**config.mk**
```make
export PLATFORM = sky130hd
export DESIGN_NAME = plist_cell
export DESIGN_NICKNAME = d
export VERILOG_FILES = /design/src/hdl/plist_pkg.sv /design/src/hdl/plist_cell.sv
export SDC_FILE = /design/constraint.sdc
export NUM_CORES = 1
export LEC_CHECK = 0
export BUFFER_PORTS_ARGS = -buffer_cell sky130_fd_sc_hd__buf_2
export CAP_MARGIN = 30
export CORE_ASPECT_RATIO = 0.8
export CORE_MARGIN = 2
export CORE_UTILIZATION = 40
export DETAILED_ROUTE_END_ITERATION = 7
export PLACE_DENSITY_LB_ADDON = 0.3
export SYNTH_ARGS = -nofsm -noshare
export SYNTH_HDL_FRONTEND = slang
export SYNTH_SLANG_ARGS = --single-unit
```
**constraint.sdc**
```tcl
create_clock -name clk -period 5.5 [get_ports clk]
set_clock_uncertainty 0.1 [all_clocks]
set_input_delay 0.275 -clock clk [delete_from_list [all_inputs] [get_ports clk]]
set_output_delay 0.275 -clock clk [all_outputs]
set_load 0.02 [all_outputs]
```
**src/hdl/plist_pkg.sv**
```systemverilog
`timescale 1ns / 1ps

package plist_pkg;

    localparam int CAPACITY = 256;
    localparam int DATA_W   = 32;
    localparam int POS_W    = 10;
    localparam int FUNC_W   = 3;
    localparam int LEN_W    = 9;
    localparam int CNT_W    = $clog2(CAPACITY + 1);
    localparam int GROUP    = 16;
    localparam int NGROUPS  = (CAPACITY + GROUP - 1) / GROUP;

    typedef enum logic [FUNC_W-1:0] {
        FN_GET    = 3'd0,
        FN_INSERT = 3'd1,
        FN_DELETE = 3'd2,
        FN_CLEAR  = 3'd3,
        FN_LENGTH = 3'd4
    } func_t;

    // Command broadcast to every cell of the list.
    typedef struct packed {
        logic              en;
        logic              ins;
        logic              del;
        logic              rd;
        logic [POS_W-1:0]  pos_idx;
        logic [DATA_W-1:0] value;
    } plist_cmd_t;

endpackage

```
**src/hdl/plist_cell.sv**
```systemverilog
`timescale 1ns / 1ps

module plist_cell (
    input  logic                            clk,
    input  plist_pkg::plist_cmd_t           cmd,
    input  logic [plist_pkg::POS_W-1:0]     idx,
    input  logic [plist_pkg::DATA_W-1:0]    left_data,
    input  logic [plist_pkg::DATA_W-1:0]    right_data,
    output logic [plist_pkg::DATA_W-1:0]    data,
    output logic [plist_pkg::DATA_W-1:0]    sel_data
);
    import plist_pkg::*;

    logic [DATA_W-1:0] data_reg;
    logic [DATA_W-1:0] data_next;
    logic              hit;
    logic              above;

    assign hit   = (idx == cmd.pos_idx);
    assign above = (idx > cmd.pos_idx);

    always_comb
    begin
        data_next = data_reg;
        if (cmd.en && cmd.ins)
        begin
            if (hit)
                data_next = cmd.value;
            else if (above)
                data_next = left_data;
        end
        else if (cmd.en && cmd.del && (hit || above))
        begin
            data_next = right_data;
        end
    end

    always_ff @(posedge clk)
    begin
        data_reg <= data_next;
    end

    assign data     = data_reg;
    // Only the addressed cell contributes to the read OR tree.
    assign sel_data = (cmd.en && cmd.rd && hit) ? data_reg : '0;

endmodule

```
# == Yosys cells after proc, flatten, opt, wreduce, memory -nomap -nowiden ==
# Index checks and enable logic that the tools add are counted.
# totals
reg_bits,32
output_inout_bits,64
inputBits,121
# op_classes
eq_ne,2
muxes,5
n_reduce_logical,8
n_lt_le_gt_ge,1
# ops
cell,n
2-to-1 mux 32 bit,5
equality test 10 bit,1
> comparator 10 bit,1
logical AND 1 bit,5
"inequality test 3 bit, second input constant",1
AND reduction 2 bit,1
nonzero test 2 bit,1
logical OR 1 bit,1

# == Depth between registers and ports, before layout ==
# Gate-level depths: netlist of the first run.
# logic_depth
word_depth,5
ltp_mapped,7
ltp_nobuf,6

# == Least setup slack after synthesis of the first run ==
# No wires, ideal clock.
# synth_timing
kind,in2reg
from,in cmd[40] (netlist bit)
to,"reg data_reg[0], in the netlist data[0] (enable)"
path_slack_ns,2.194
cell_stages,5
setup_time_ns,0.441
path_buffers,0
arrival_time_ns,2.765
path_cell_list,inv_1 > ha_1 > nand4_1 > or3_1 > a31oi_1
# synth_between
elab_chain_len,5
# synth_lines
item,line,source
"start, declared",plist_cell.sv:5,"input plist_pkg::plist_cmd_t cmd,"
> comparator 10 bit or equality test 10 bit (tied branches),"plist_cell.sv:20, plist_cell.sv:19",
logical OR 1 bit,plist_cell.sv:32,else if (cmd.en && cmd.del && (hit || above))
logical AND 1 bit,plist_cell.sv:32,
nonzero test 2 bit (no source line),n/a,
AND reduction 2 bit (no source line) *,n/a,
"end signal, assigned",plist_cell.sv:40,data_reg <= data_next;
"end, declared",plist_cell.sv:14,logic [DATA_W-1:0] data_reg;
# Mark *: on every way between the ends. The rest lies on a longest branch, timed or not.
# A chain may end at the register's enable or synchronous reset.

# == Worst setup path after layout of the first run ==
# layout_timing
from,in cmd[40] (netlist bit)
to,out sel_data[25] (netlist bit)
# layout_between
elab_chain_len,3
# layout_lines
item,line,source
equality test 10 bit,plist_cell.sv:19,assign hit = (idx == cmd.pos_idx);
logical AND 1 bit,plist_cell.sv:45,assign sel_data = (cmd.en && cmd.rd && hit) ? data_reg : '0;
2-to-1 mux 32 bit,plist_cell.sv:45,
"end, declared",plist_cell.sv:10,output logic [plist_pkg::DATA_W-1:0] sel_data
# No other way between the ends.

==> results_dict.tcl, run 1 <==
set metrics [dict create \
    top_flip_flop_cell_by_instance_count_after_synthesis "edfxtp_1" \
    cts.repair.resized 0 \
    p_per_area_mw_per_mm2 207.5 \
    final-hold-violation-count 0 \
    routed-via-count 2109 \
    grt_first_pass_wirelength_um 8825 \
    leakagePower_uw 0.001609 \
    dp.final_hpwl_um 4460 \
    critPathKind "in -> out" \
    post_route_cells_drive_above_1_share_pct 50.13 \
    root_buffer "clkbuf_8" \
    synth_top_area_share_pct 45.34 \
    detailedRoute.firstIterationViolations 67 \
    syn_nets 343 \
    grt_setup_unrepaired "false" \
    worst_ir_drop_vdd_v 0.0001147 \
    fmax_mhz 377.3 \
    floorplan.die.height_um 69.11 \
    ant_nets 0 \
    tns_ps 0 \
    first_global_vias 1990 \
    mux_share_of_post_synthesis_cell_area_pct 15.11 \
    sequential_fraction_of_the_synthesis_area_pct 45.34 \
    area_growth_pct 52.07 \
    clk_path_buf_depth 2 \
    p_total_uw 668.6 \
    cts_max_level 2 \
    drc 0 \
    status "finished, final reports clean" \
    synth.cell_area_sq_mm 0.002120 \
    cts_post_setup_buffers_inserted 0 \
    synth_top_family_by_area "simple AND/OR/NAND/NOR gates" \
    critPathMaxFanout 32 \
    place_congestion 0.7302 \
    drv.max_cap_violation_count 0 \
    wl_per_cell_um 12.18 \
    synth_cells 212 \
    design.die.area_sq_mm 0.005901 \
    fin_crit_ps 2650 \
    timing_max_transition_violations_final 0 \
    min-delay-path-class "in -> reg" \
    critPathMostFrequentCell "buf_2" \
    setup_viol 0 \
    startpoint_type "input port" \
    placeableCoreArea_sq_mm 0.005065 \
    grt_usage_pct 18.81 \
    ys_top_cells_by_count "nand2_1 (35), and2_1 (32), edfxtp_1 (32), mux2i_1 (32), o21ai_1 (30)" \
    ys_ff_latch 32 \
    cts_buffers 5 \
    synth_top_cells_by_area "edfxtp_1 (45%), mux2i_1 (15%), and2_1 (9.4%), o21ai_1 (7.1%), nand2_1 (6.2%)" \
    timing.max_slew.rel_slack_pct 37.97 \
    final_core_utilization_pct 63.64 \
    synth-compound-area-share_pct 9.622 \
    yosysMostFrequentCell "nand2_1" \
    grt_remaining_overflow 0 \
    critical_path.cell_chain "buf_2, inv_1, ha_1, nand4_1, nor3_4, and3_1, and2_1, buf_2" \
    antenna_found_initial 0 \
    required_ps 5120 \
    synthAdderAreaFrac_pct 5.903 \
    clk_pin_slew_worst_paths_ps 70 \
    post_dr_vias_cell 4.615 \
    postSynth.asyncResetShare_pct 0 \
    post-synth-top-area-cell "edfxtp_1" \
    yosys.area_share.simple_pct 18.54 \
    numClockSinks 32 \
    worst_path_max_delay_cell "and3_1" \
    post_synth_num_cell_types 20 \
    worst_slack_ps 2850 \
    cts_tree "done" \
    largest_register_ff_count 32 \
    grt_max_degree 41 \
    cp_slowest_stage_delay_ps 800 \
    post-place-ws_ps 2824 \
    postSynthAreaPerCell_sq_um 9.998 \
    layout_worst_path_cycle_share_pct 48.19 \
    final_nets 525 \
    die_w_um 85.39 \
    xor_xnor_fraction_of_synth_area_pct 0 \
    num_io_pins 185 \
    setup.worst_path.end_class "output pin" \
    synth_edf_count 32 \
    tightest_slew_ps 930.5 \
    port_buffers 184 \
    routed_wl_um 5568 \
    diodes 0 \
    drtPass1Iterations 3 \
    timing.hold.ws_ps 173.6 \
    yosys_warnings 0 \
    timing.critical_path.arrival_ps 2280 \
    effective_utilization_at_floorplan_pct 41.85 \
    std_cell_rows 23 \
    cts-hold-fix-buffers 0 \
]
==> cell families (layout without fill, tap and decap cells) <==
logic type | after synthesis | count (layout)
AOI/OAI and AO/OA | 40 | 40
adders and majority gates | 10 | 10
buffers and inverters | 22 | 205
DFF | 32 | 32
muxes | 32 | 32
and+or+nand+nor | 76 | 76
==> critical path, delay by kind of cell <==
kind,cells,cell delay (ps)
adders and majority gates,1,280
and+or+nand+nor,4,1440
buffers and inverters,3,260
==> cell type report <==
class,count,area (sq um)
Clock buffer,5,68.82
Timing Repair Buffer,187,975.9
Fill cell,438,1842
Inverter,10,37.54
Multi-Input combinational cell,158,1060
Clock inverter,3,42.54
Sequential cell,32,960.9
Tap cell,62,77.57
==> layout by cell type, fill, tap and decap left out, drive strengths merged <==
cell type,n
mux2i,32
inv,10
o21ai,35
and2,32
nor3,1
a21oi,3
bufinv,1
edfxtp,32
nand2b,2
nand4,2
and3,1
nand2,35
nor2,2
clkinvlp,1
clkbuf,5
ha,10
or3,1
clkinv,1
buf,187
a211oi,1
a31oi,1
==> where the power goes <==
| group | internal [uW] | total (uW) | switching, uW | leakage, uW |
|---|---|---|---|---|
| registers | 296 | 305 | 9.88 | 0.000289 |
| logic | 67.4 | 146 | 78.6 | 0.00127 |
| clock network | 134 | 217 | 83.4 | 0.0000541 |
==> per-stage QoR <==
stage / cell area [sq um] / cells
6_report: 3223 / 457
3_3_place_gp: 3064 / 447
3_5_place_dp: 3084 / 448
2_1_floorplan: 2120 / 212
4_1_cts: 3196 / 456
5_1_grt: 3223 / 457
==> metal layers <==
layer | part of all wire [%] | track usage, % | wire [um] | vias up
met1 | 39 | 20.57 | 2146 | 898
met2 | 52 | 35.33 | 2885 | 102
met5 | 0 | 0 | 0 | -
met3 | 8.4 | 3.952 | 469 | 7
li1 | - | - | - | 1102
met4 | 1.2 | 6.702 | 67 | 0
==> final timing paths <==
kind | start | slack [ps] | end | cells past startpoint
worst max-delay path | cmd[40] | 2850 | sel_data[25] | 8
worst min-delay path | right_data[1] | 170 | data[1]$_DFFE_PP_ | 3
Power figures use the tool's default switching activity.
==> inputs of run 2 (changes only) <==
CORE_UTILIZATION = 35   (was 40)
clock period = 2.25 ns   (was 5.5 ns; I/O delays follow)
==> results_dict.tcl, run 2 (same netlist as run 1, synthesis figures left out) <==
set metrics [dict create \
    post_dr_vias_cell 4.464 \
    routed_wl_um 5696 \
    cts_post_setup_buffers_inserted 0 \
    cts-hold-fix-buffers 0 \
    cts_buffers 5 \
    setup.worst_path.end_class "output pin" \
    floorplan.die.height_um 73.61 \
    required_ps 2040 \
    worst_ir_drop_vdd_v 0.0002455 \
    min-delay-path-class "in -> reg" \
    die_w_um 91.01 \
    grt_remaining_overflow 0 \
    place_congestion 0.7165 \
    status "finished, final reports clean" \
    worst_path_max_delay_cell "ha_1" \
    numClockSinks 32 \
    final_cell_mix "buf_2 (184), nand2_1 (34), mux2i_1 (32), and2_1 (32), edfxtp_1 (32)" \
    clk_pin_slew_worst_paths_ps 60 \
    p_total_uw 1506 \
    leakagePower_uw 0.001615 \
    timing.critical_path.arrival_ps 1760 \
    port_buffers 184 \
    cts_max_level 2 \
    fin_crit_ps 1971 \
    critPathMostFrequentCell "buf_2" \
    timing_max_transition_violations_final 0 \
    drv.max_cap_violation_count 0 \
    setup_viol 0 \
    std_cell_rows 25 \
    first_global_vias 1939 \
    final_core_utilization_pct 55.32 \
    grt.busiest_layer "met2" \
    drc 0 \
    tightest_slew_ps 548.3 \
    met2_usage_pct 30.21 \
    diodes 0 \
    ant_nets 0 \
    met1_demand_to_capacity_share_in_global_routing_pct 18.49 \
    post_route_cells_drive_above_1_share_pct 50.13 \
    fmax_mhz 507.3 \
    grt_max_degree 34 \
    tns_ps 0 \
    layout_worst_path_cycle_share_pct 87.61 \
    p_per_area_mw_per_mm2 462.9 \
    design.die.area_sq_mm 0.006698 \
    largest_register_ff_count 32 \
    layout.cells.most_common "buf_2" \
    routed-via-count 2134 \
    dp.final_hpwl_um 4650 \
    final-hold-violation-count 0 \
    critPathKind "in -> out" \
    nFillCells 563 \
    effective_utilization_at_floorplan_pct 36.04 \
    num_io_pins 185 \
    detailedRoute.firstIterationViolations 23 \
    root_buffer "clkbuf_8" \
    grt_setup_unrepaired "false" \
    drtPass1Iterations 4 \
    startpoint_type "input port" \
    grt_usage_pct 16.46 \
    timing.max_slew.rel_slack_pct 63.32 \
    cp_top_family "simple AND/OR/NAND/NOR gates" \
    area_growth_pct 53.48 \
    cts_tree "done" \
    antenna_found_initial 0 \
    critical_path.cell_chain "buf_2, inv_1, ha_1, nand4_1, nor3_4, and3_1, buf_4, and2_1, buf_2" \
    use_met3_pct 5.128 \
    crit_buf_inv 4 \
    cp_slowest_stage_delay_ps 280 \
    final_nets 528 \
    critPathMaxFanout 25 \
    grt_first_pass_wirelength_um 8673 \
    wl_per_cell_um 11.92 \
    cts.repair.resized 0 \
    timing.hold.ws_ps 17.02 \
    placeableCoreArea_sq_mm 0.005881 \
    clk_path_buf_depth 2 \
]
-- run 2: changes by cell type in the layout (fill, tap and decap cells not counted) --
cell | before | now
buf_12 | 1 | 4
buf_16 | 1 | 0
buf_4 | 1 | 2
bufinv_16 | 1 | 0
clkbuf_1 | 0 | 1
clkinvlp_4 | 1 | 0
-- run 2: cell type report --
type	count	area, sq um	area share (%)
Clock buffer	6	72.57	2.231
Inverter	10	37.54	1.154
Tap cell	81	101.3	3.115
Sequential cell	32	960.9	29.54
Timing Repair Buffer	190	1016	31.23
Multi-Input combinational cell	158	1060	32.58
Clock inverter	1	5.005	0.1538
-- run 2: per-stage QoR --
step,instance area (sq um),setup slack [ps],cells
final,3253,278.8,478
after detailed placement,3176,231.3,471
after global routing,3253,137.8,478
after CTS,3253,256.0,478
after floorplan,2135,111.8,212
after global placement,3176,283.0,471
-- run 2: worst paths after layout --
check / start / endpoint / slack (ps) / depth (start not counted)
setup / recovery: cmd[40] / sel_data[14] / 280 / 9
hold / removal: right_data[26] / data[26]$_DFFE_PP_ / 20 / 3
-- run 2: report_power, final --
part	internal [uW]	switching, uW
clock	210	188
combinational	168	193
sequential	723	24.0
-- run 2: layer usage --
layer | wire length [um] | vias up
met4 | 67 | 0
met1 | 2260 | 910
met5 | 0 | -
met2 | 2811 | 108
li1 | - | 1109
met3 | 556 | 7
